**config.mk**
```make
export PLATFORM = sky130hd
export DESIGN_NAME = lmf_ctrl
export DESIGN_NICKNAME = d
export VERILOG_FILES = /design/src/rtl/lmf_pkg.sv /design/src/rtl/lmf_ctrl.sv
export VERILOG_INCLUDE_DIRS = /design/src /design/src/rtl
export SDC_FILE = /design/constraint.sdc
export NUM_CORES = 1
export LEC_CHECK = 0
export ABC_AREA = 1
export BUFFER_PORTS_ARGS = -buffer_cell sky130_fd_sc_hd__buf_2
export CAP_MARGIN = 25
export CORE_ASPECT_RATIO = 1.1
export CORE_UTILIZATION = 50
export DETAILED_ROUTE_END_ITERATION = 10
export PLACE_DENSITY = 0.64
export SLEW_MARGIN = 40
export SYNTH_ARGS = -nofsm -noshare
export SYNTH_HDL_FRONTEND = slang
export SYNTH_SLANG_ARGS = --single-unit
export TNS_END_PERCENT = 100
```
**constraint.sdc**
```tcl
create_clock -name clk -period 4.7 [get_ports clk]
set_input_delay 1.175 -clock clk [delete_from_list [all_inputs] [get_ports clk]]
set_output_delay 1.175 -clock clk [all_outputs]
set_load 0.01 [all_outputs]
```
**src/rtl/label_majority_filter_3x3_unit_macros.svh**
```systemverilog
// assertion macros shared by the rtl files of the label majority filter
`ifndef LABEL_MAJORITY_FILTER_3X3_UNIT_MACROS_SVH
`define LABEL_MAJORITY_FILTER_3X3_UNIT_MACROS_SVH

// property that must hold in the same cycle as its antecedent
`define LMF_ASSERT_NOW(name, ante, cons, msg) \
  name: assert property (@(posedge clk) disable iff (rst) (ante) |-> (cons)) \
    else $error(msg);

// property that must hold in the cycle after its antecedent
`define LMF_ASSERT_NEXT(name, ante, cons, msg) \
  name: assert property (@(posedge clk) disable iff (rst) (ante) |=> (cons)) \
    else $error(msg);

`endif

```
**src/rtl/lmf_pkg.sv**
```systemverilog
// shared types and constants of the label majority filter
package lmf_pkg;

  localparam int LABEL_BITS    = 16;
  localparam int MAX_WIDTH     = 2048;
  localparam int COL_BITS      = $clog2(MAX_WIDTH);
  localparam int WIDTH_BITS    = 12;
  localparam int HEIGHT_BITS   = 16;
  localparam int CFG_IDX_BITS  = 2;
  localparam int CFG_DATA_BITS = 16;
  localparam int WIN_SIZE      = 9;
  localparam int MAJORITY_MIN  = 5;
  localparam int MIN_DIM       = 3;
  localparam int RESET_WIDTH   = 640;
  localparam int RESET_HEIGHT  = 480;

  localparam logic [CFG_IDX_BITS-1:0] CFG_IMAGE_WIDTH  = 2'd0;
  localparam logic [CFG_IDX_BITS-1:0] CFG_IMAGE_HEIGHT = 2'd1;

  typedef logic [LABEL_BITS-1:0]  label_t;
  typedef logic [COL_BITS-1:0]    col_t;
  typedef logic [HEIGHT_BITS-1:0] row_t;

  // what the window stage needs to know about one item
  typedef struct packed {
    logic emit;
    logic interior;
    logic last;
    col_t qc;
  } stage_ctl_t;

  // decode of the beat at the input port
  typedef struct packed {
    logic       keep;
    logic       in_frame;
    col_t       col;
    stage_ctl_t ctl;
  } item_ctl_t;

endpackage

```
**src/rtl/lmf_ctrl.sv**
```systemverilog
// configuration registers and input / output position counters
`include "label_majority_filter_3x3_unit_macros.svh"

module lmf_ctrl import lmf_pkg::*; (
  input  logic                     clk,
  input  logic                     rst,
  input  logic                     cfg_write,
  input  logic [CFG_IDX_BITS-1:0]  cfg_index,
  input  logic [CFG_DATA_BITS-1:0] cfg_data,
  input  logic                     take,
  input  logic                     func,
  output item_ctl_t                item,
  output logic                     restart
);

  logic [WIDTH_BITS-1:0]  image_width, width_cfg, w_last;
  logic [HEIGHT_BITS-1:0] image_height, height_cfg, h_last;
  col_t column_count, column_count_next, out_col, out_col_next;
  row_t row_count, row_count_next, out_row, out_row_next;
  logic col_wrap, out_col_wrap, in_frame, emit, interior, last, load;

  always_comb begin
    width_cfg = cfg_data[WIDTH_BITS-1:0];
    if (width_cfg < WIDTH_BITS'(MIN_DIM)) begin
      width_cfg = WIDTH_BITS'(MIN_DIM);
    end else if (width_cfg > WIDTH_BITS'(MAX_WIDTH)) begin
      width_cfg = WIDTH_BITS'(MAX_WIDTH);
    end
    height_cfg = cfg_data[HEIGHT_BITS-1:0];
    if (height_cfg < HEIGHT_BITS'(MIN_DIM)) begin
      height_cfg = HEIGHT_BITS'(MIN_DIM);
    end
  end

  always_comb begin
    unique case (cfg_index) inside
      CFG_IMAGE_WIDTH, CFG_IMAGE_HEIGHT: restart = cfg_write;
      default:                           restart = 1'b0;
    endcase
  end

  always_ff @(posedge clk) begin
    if (rst) begin
      image_width  <= WIDTH_BITS'(RESET_WIDTH);
      image_height <= HEIGHT_BITS'(RESET_HEIGHT);
    end else if (cfg_write) begin
      unique case (cfg_index)
        CFG_IMAGE_WIDTH:  image_width  <= width_cfg;
        CFG_IMAGE_HEIGHT: image_height <= height_cfg;
        default: ;
      endcase
    end
  end

  assign w_last   = image_width - 1'b1;
  assign h_last   = image_height - 1'b1;
  assign in_frame = (row_count < image_height);
  // one row plus one pixel must be in before the first result
  assign emit     = (row_count > row_t'(1)) || ((row_count == row_t'(1)) && (column_count != '0));
  assign interior = (out_row != '0) && (out_row < h_last) &&
                    (out_col != '0) && ({1'b0, out_col} < w_last);
  assign last     = (out_row == h_last) && ({1'b0, out_col} == w_last);

  assign item.keep         = !(in_frame && func);
  assign item.in_frame     = in_frame;
  assign item.col          = column_count;
  assign item.ctl.emit     = emit;
  assign item.ctl.interior = interior;
  assign item.ctl.last     = last;
  assign item.ctl.qc       = out_col;

  assign load = take && item.keep;

  always_comb begin
    col_wrap          = ({1'b0, column_count} == w_last);
    column_count_next = col_wrap ? '0 : column_count + 1'b1;
    row_count_next    = col_wrap ? row_count + 1'b1 : row_count;
    out_col_wrap      = ({1'b0, out_col} == w_last);
    out_col_next      = out_col;
    out_row_next      = out_row;
    if (emit) begin
      out_col_next = out_col_wrap ? '0 : out_col + 1'b1;
      out_row_next = out_col_wrap ? out_row + 1'b1 : out_row;
    end
    // the last result of a frame starts the next one
    if (emit && last) begin
      column_count_next = '0;
      row_count_next    = '0;
      out_col_next      = '0;
      out_row_next      = '0;
    end
  end

  always_ff @(posedge clk) begin
    if (rst || restart) begin
      column_count <= '0;
      row_count    <= '0;
      out_col      <= '0;
      out_row      <= '0;
    end else if (load) begin
      column_count <= column_count_next;
      row_count    <= row_count_next;
      out_col      <= out_col_next;
      out_row      <= out_row_next;
    end
  end

  `LMF_ASSERT_NOW(a_col_in_range, 1'b1, ({1'b0, column_count} < image_width), "input column out of range")
  `LMF_ASSERT_NOW(a_out_in_range, 1'b1, (({1'b0, out_col} < image_width) && (out_row < image_height)), "output position out of range")
  `LMF_ASSERT_NEXT(a_restart_clears, restart, ((column_count == '0) && (row_count == '0) && (out_col == '0) && (out_row == '0)), "config write did not restart frame")

endmodule

```
==> results of run 1 <==
-- placed cells by master, fill, tap and decap left out, types with 29 or more instances in the layout --
cell type	n
nand2_1	232
inv_1	129
nor2_1	112
dfxtp_1	79
nand3_1	69
a21oi_1	65
ha_1	51
buf_2	50
xor2_1	39
nand4_1	31
nor3_1	29
-- cell type report --
cell class / instances / area (um2)
Clock buffer: 10 / 239
Clock inverter: 5 / 78.8
Fill cell: 1267 / 5080
Inverter: 141 / 539
Multi-Input combinational cell: 740 / 4170
Sequential cell: 82 / 1650
Tap cell: 154 / 193
Timing Repair Buffer: 56 / 295
-- cells in the mapped netlist, types with 2 or more instances --
cell type,instances
o21ai_0,27
buf_1,2
buf_4,6
nor2_4,3
nand2_2,7
clkbuf_1,10
or2_2,2
inv_1,134
and2_1,2
clkinv_1,2
ha_1,53
o221ai_1,2
nand3_1,71
a211oi_1,5
xor2_1,39
nand3b_1,5
a31oi_1,5
xnor2_1,5
nor3_1,32
inv_2,3
nand2_1,232
o211ai_1,5
dfxtp_1,82
nand4_1,31
o21a_1,2
buf_2,5
buf_6,2
nor2_2,3
nor2_1,116
nor4_1,11
a21oi_1,65
nand2_4,3
nand3_4,2
nor3b_1,2
nor3_2,2
-- worst max-delay path: cells and delay by family (launching register included) --
family | cells | cell delay (ns)
fa+ha+maj | 2 | 0.42
simple gates | 8 | 1.34
compound gates | 2 | 0.17
xor+xnor | 1 | 0.15
buf+inv | 6 | 0.46
flops | 1 | 0.37
-- sequential cells by signal, indices dropped and copies added (netlist names) --
register / flops
out_row: 16
row_count: 16
out_col: 11
image_height: 16
image_width: 12
column_count: 11
-- repair_timing --
| item | CTS | global route |
|---|---|---|
| pin swaps | 0 | 12 |
| endpoints found under the setup margin | 1 | 2 |
| endpoints found under the hold margin | 0 | 0 |
| buffers inserted | 0 | 3 |
| resized for setup | 2 | 28 |
-- power groups by stage --
stage	Sequential (mW)	Clock (mW)	Combinational (mW)
3_3_place_gp	0.733	0	0.203
2_1_floorplan	0.731	0	0.148
6_report	0.720	0.771	0.215
4_1_cts	0.718	0.785	0.206
3_5_place_dp	0.733	0	0.204
5_1_grt	0.721	0.811	0.244
-- path summary, 6_finish.rpt --
kind,depth (start not counted),endpoint,from,slack [ns]
setup / recovery,19,item[12],image_height[0]$_SDFFE_PP0P_,0.25
hold / removal,2,image_width[11]$_SDFFE_PP0P_,image_width[11]$_SDFFE_PP0P_,0.49
setup reg to reg,21,row_count[6]$_SDFFE_PP0P_,image_height[0]$_SDFFE_PP0P_,1.03
hold reg to reg,2,image_width[11]$_SDFFE_PP0P_,image_width[11]$_SDFFE_PP0P_,0.49
-- cells by family (layout without fill, tap and decap cells) --
logic type,Yosys count,in the layout
buf+inv,167,212
flops,82,82
simple gates,526,526
compound gates,117,117
fa+ha+maj,53,53
xor+xnor,44,44
-- layer usage --
metal  wire [um]  vias up  track usage
met4         351        0        0.103
met2        7930      147        0.437
met3         729       22       0.0291
met1        7880     2837        0.363
met5           0        -            0
li1            -     3297            -
-- through the flow --
step                 util  hold slack, ns  setup slack [ns]  instances
finish              0.585           0.491             0.255       1188
global route        0.585           0.526          -0.00519       1188
global placement    0.548           0.484             0.358       1170
CTS                 0.575           0.492            0.0557       1185
detailed placement  0.548           0.478             0.327       1170
floorplan               -           0.452             0.829        989
==> impl_metrics.json, run 1 <==
{
  "crit_arrival_ns": 3.27,
  "synth_top_family_by_area": "simple AND/OR/NAND/NOR gates",
  "finClkSkew_ns": 0.00900,
  "cts_tree": "done",
  "synth_seq_cells": 82,
  "grtUsageTotal": 0.269,
  "syn_nets": 1065,
  "synthSimpleGateAreaFrac": 0.371,
  "required_ns": 3.52,
  "drc": 0,
  "synth_mux_area_frac": 0,
  "vias_per_cell": 5.31,
  "path_cells": "inv_4 -> ha_4 -> inv_1 -> nor2_4 -> inv_2 -> nor3_4 -> nand4_1 -> nor3_2 -> xor2_1 -> inv_1 -> ha_1 -> nand4_1 -> inv_1 -> nand4_1 -> a21oi_1 -> nor3_2 -> o21ai_2 -> nor4_2 -> buf_2",
  "cts_sinks": 82,
  "p_sw_frac": 0.265,
  "path_class": "register to output pin",
  "total_power_mw": 1.71,
  "slew_headroom": 0.542,
  "cts_max_level": 3,
  "nets": 1106,
  "pwr-share-seq": 0.422,
  "hp-class": "register to register",
  "synthTopCellsByArea": "dfxtp_1, nand2_1, ha_1",
  "synth_ff_type": "dfxtp_1",
  "p_int_mw": 1.25,
  "start_util": 0.522,
  "clk_pin_slew_worst_paths_ns": 0.06,
  "grt_overflow_total": 0,
  "status": "completed",
  "cts_max_path_buffers": 2,
  "hold_viol": 0,
  "power_density_nw_per_um2": 238,
  "fin_area_um2": 7160,
  "drive_above_1_share": 0.118,
  "die_h_um": 121,
  "wl_um": 16900,
  "grt_antenna_before_repair": 0,
  "synth_top_cell_by_area": "dfxtp_1",
  "fp.dieW_um": 110,
  "dp_hpwl_um": 13100,
  "p_leak_nw": 3.28,
  "drtPass1Iterations": 5,
  "cts_root_buffer": "clkbuf_16",
  "critPathLaunchType": "register",
  "finalWeightedCongestion": 0.937,
  "finalSetupViolCount": 0,
  "grt_pass1_vias": 5604,
  "ios": 51,
  "p_clk_frac": 0.452,
  "syn_area_per_cell_um2": 6.46,
  "clk_latency_ns": 0.35,
  "p_switching_mw": 0.452,
  "drtIter0Drc": 536,
  "synth_fa_ha_area_frac": 0.104,
  "fmaxAchievable_mhz": 225,
  "rows": 42,
  "yosysSeqAreaShare": 0.257,
  "wl_per_cell_um": 14.2,
  "synth.distinct_cells": 46,
  "syn-cell-area_um2": 6390,
  "synth-async-reset-ratio": 0,
  "drtAntennaViolNets": 0,
  "grt_max_degree": 26,
  "dpl-instance-area_um2": 6710,
  "cp-end-kind": "output pin",
  "worstMarginPinSlew_ns": 0.687,
  "period_needed_ns": 4.45,
  "grt_pass1_wl_um": 27500,
  "path_max_fanout": 5,
  "fin_crit_sh": 0.946,
  "postSynthCellCount": 989,
  "areaGrowthSynthToFinish_pct": 12.1,
  "synth_compound_area_frac": 0.101,
  "pwr-share-comb": 0.126,
  "cp_slowest_cell": "dfxtp_4",
  "num_vias": 6303,
  "synthXorXnorAreaFrac": 0.0603,
  "cts_hold_buf": 0,
  "max_stage_delay_ns": 0.37,
  "cts_buffers": 9,
  "die_area_um2": 13200,
  "core_um2": 12200,
  "io_buffers": 50,
  "synth_edf_count": 0,
  "max-vdd-ir-drop_v": 0.000129,
  "setup_tns_ns": 0,
  "yosys.area.top_type_share": 0.257,
  "drv_slew": 0,
  "diodes": 0,
  "drv_cap": 0,
  "ys_warn_count": 0
}
Power figures use the tool's default switching activity.
==> run 2: changes to the inputs <==
--- a/config.mk
+++ b/config.mk
@@ -12,7 +12,7 @@
 export CORE_ASPECT_RATIO = 1.1
 export CORE_UTILIZATION = 50
 export DETAILED_ROUTE_END_ITERATION = 10
-export PLACE_DENSITY = 0.64
+export PLACE_DENSITY = 0.67
 export SLEW_MARGIN = 40
 export SYNTH_ARGS = -nofsm -noshare
 export SYNTH_HDL_FRONTEND = slang
==> constraint.sdc (replaced) <==
create_clock -name clk -period 3.99 [get_ports clk]
set_input_delay 0.9975 -clock clk [delete_from_list [all_inputs] [get_ports clk]]
set_output_delay 0.9975 -clock clk [all_outputs]
set_load 0.01 [all_outputs]
==> impl_metrics.json, run 2 (synthesis results as in run 1) <==
{
  "drc": 0,
  "drv_slew": 0,
  "crit_arrival_ns": 3.04,
  "p_int_mw": 1.42,
  "rsz0062_at_grt": "yes",
  "drtPass1Iterations": 5,
  "p_leak_nw": 3.36,
  "cts_max_level": 3,
  "cts_max_path_buffers": 2,
  "critPathLaunchType": "register",
  "diodes": 0,
  "r2r_end": "row_count[9]$_SDFFE_PP0P_",
  "clk_pin_slew_worst_paths_ns": 0.07,
  "drv_cap": 0,
  "power_density_nw_per_um2": 269,
  "fin_crit_sh": 1.01,
  "start_util": 0.522,
  "final_common_cell": "nand2_1",
  "violations": "negative setup slack",
  "fmaxAchievable_mhz": 247,
  "p_switching_mw": 0.543,
  "finalSetupViolCount": 2,
  "hold-path-endpoint": "out_col[10]$_SDFFE_PP0P_",
  "final_cell_mix": "nand2_1, inv_1, nor2_1, dfxtp_1, nand3_1",
  "finClkSkew_ns": 0.00624,
  "clk_latency_ns": 0.35,
  "grt_pass1_vias": 5848,
  "reg_top3": "image_height x16, out_row x16, row_count x16",
  "hold_depth": 2,
  "path_max_fanout": 4,
  "p_sw_frac": 0.277,
  "grt_antenna_before_repair": 0,
  "num_vias": 6375,
  "grt_max_degree": 27,
  "areaGrowthSynthToFinish_pct": 13.9,
  "r2r_slack_ns": 0.46,
  "max-vdd-ir-drop_v": 0.000187,
  "drive_above_1_share": 0.134,
  "rr_worst_depth": 24,
  "drtIter0Drc": 536,
  "hold_viol": 0,
  "wl_per_cell_um": 14.1,
  "finalWeightedCongestion": 0.903,
  "fp.dieW_um": 110,
  "grt_pass1_wl_um": 28200,
  "cts_sinks": 82,
  "worstHoldStart": "out_col[10]$_SDFFE_PP0P_",
  "cts_tree": "done",
  "cts_hold_buf": 0,
  "pwr-share-comb": 0.139,
  "core_um2": 12200,
  "holdWs_ns": 0.528,
  "grt_overflow_total": 0,
  "p_clk_frac": 0.428,
  "hp-class": "register to register",
  "die_h_um": 121,
  "nets": 1127,
  "path_class": "register to output pin",
  "required_ns": 2.99,
  "io_buffers": 50,
  "slew_headroom": 0.550,
  "pwr-share-seq": 0.432,
  "setup_ws_ns": -0.0506,
  "total_power_mw": 1.96,
  "period_needed_ns": 4.04,
  "die_area_um2": 13200,
  "ios": 51,
  "cp-end-kind": "output pin",
  "vias_per_cell": 5.27,
  "r2r_start": "image_height[0]$_SDFFE_PP0P_",
  "cts_buffers": 9,
  "worstMarginPinSlew_ns": 0.675,
  "status": "complete, but fails checks",
  "drtAntennaViolNets": 0,
  "grtUsageTotal": 0.275,
  "cts_root_buffer": "clkbuf_16",
  "dp_hpwl_um": 13200,
  "rows": 42,
  "wl_um": 17000
}
-- run 2: per-layer routing --
metal | GRT usage | share of wire
met2 | 0.444 | 0.47
met1 | 0.365 | 0.46
met5 | 0 | 0
met4 | 0.128 | 0.034
met3 | 0.0307 | 0.036
-- run 2: power groups by stage --
| stage | combinational (mW) | clock [mW] | sequential (mW) |
|---|---|---|---|
| after floorplan | 0.175 | 0 | 0.861 |
| after global placement | 0.247 | 0 | 0.863 |
| after detailed placement | 0.250 | 0 | 0.864 |
| after CTS | 0.268 | 0.852 | 0.846 |
| after global routing | 0.310 | 0.884 | 0.848 |
| final | 0.273 | 0.839 | 0.846 |
-- run 2: area by class of cell --
cell class	instances	area, um2
fillers	1249	4960
clock buffers	10	229
multi-input cells	740	4170
flip-flops and latches	82	1640
well taps	154	193
inverters	141	537
repair buffers	77	457
clock inverters	5	56.3
-- run 2: worst max-delay path: stages, from the launching register on --
cell,delay [ns]
dfxtp_1,0.32
buf_4,0.15
nor4_2,0.31
nand3_1,0.13
nor2_1,0.10
nand2_1,0.10
nor2_2,0.11
nand3_1,0.09
xor2_1,0.14
inv_1,0.08
ha_4,0.28
nand4_1,0.13
inv_1,0.08
nand4_1,0.10
buf_4,0.16
buf_6,0.11
nor2_4,0.09
nand2_2,0.06
inv_1,0.04
buf_2,0.11
-- run 2: through the flow --
step                      std cells  TNS (ns)  utilization  setup WS (ns)  instance area [um2]
after global routing           1209    -0.595        0.595         -0.305                 7280
after CTS                      1208    -0.309        0.592         -0.232                 7250
final                          1209   -0.0927        0.595        -0.0506                 7280
after floorplan                 989         0            -          0.297                 6390
after detailed placement       1186   -0.0555        0.558        -0.0555                 6830
after global placement         1186         0        0.558         0.0413                 6830
-- run 2: worst max path at each step --
stage,endpoint,cells past startpoint,start,slack (ns)
final,item[11],19,image_height[0]$_SDFFE_PP0P_,-0.05
after detailed placement,item[12],19,image_height[2]$_SDFFE_PP0P_,-0.06
after floorplan,item[12],19,image_height[0]$_SDFFE_PP0P_,0.30
after CTS,item[12],18,image_height[0]$_SDFFE_PP0P_,-0.23
after global placement,item[12],19,image_height[2]$_SDFFE_PP0P_,0.04
after global routing,item[12],20,image_height[1]$_SDFFE_PP0P_,-0.30
-- run 2: timing repair --
action,4_1_cts,5_1_grt
endpoints found under the setup margin,2,2
setup buffers,7,1
pin swaps,5,3
endpoints found under the hold margin,0,0
gates resized for setup,20,6
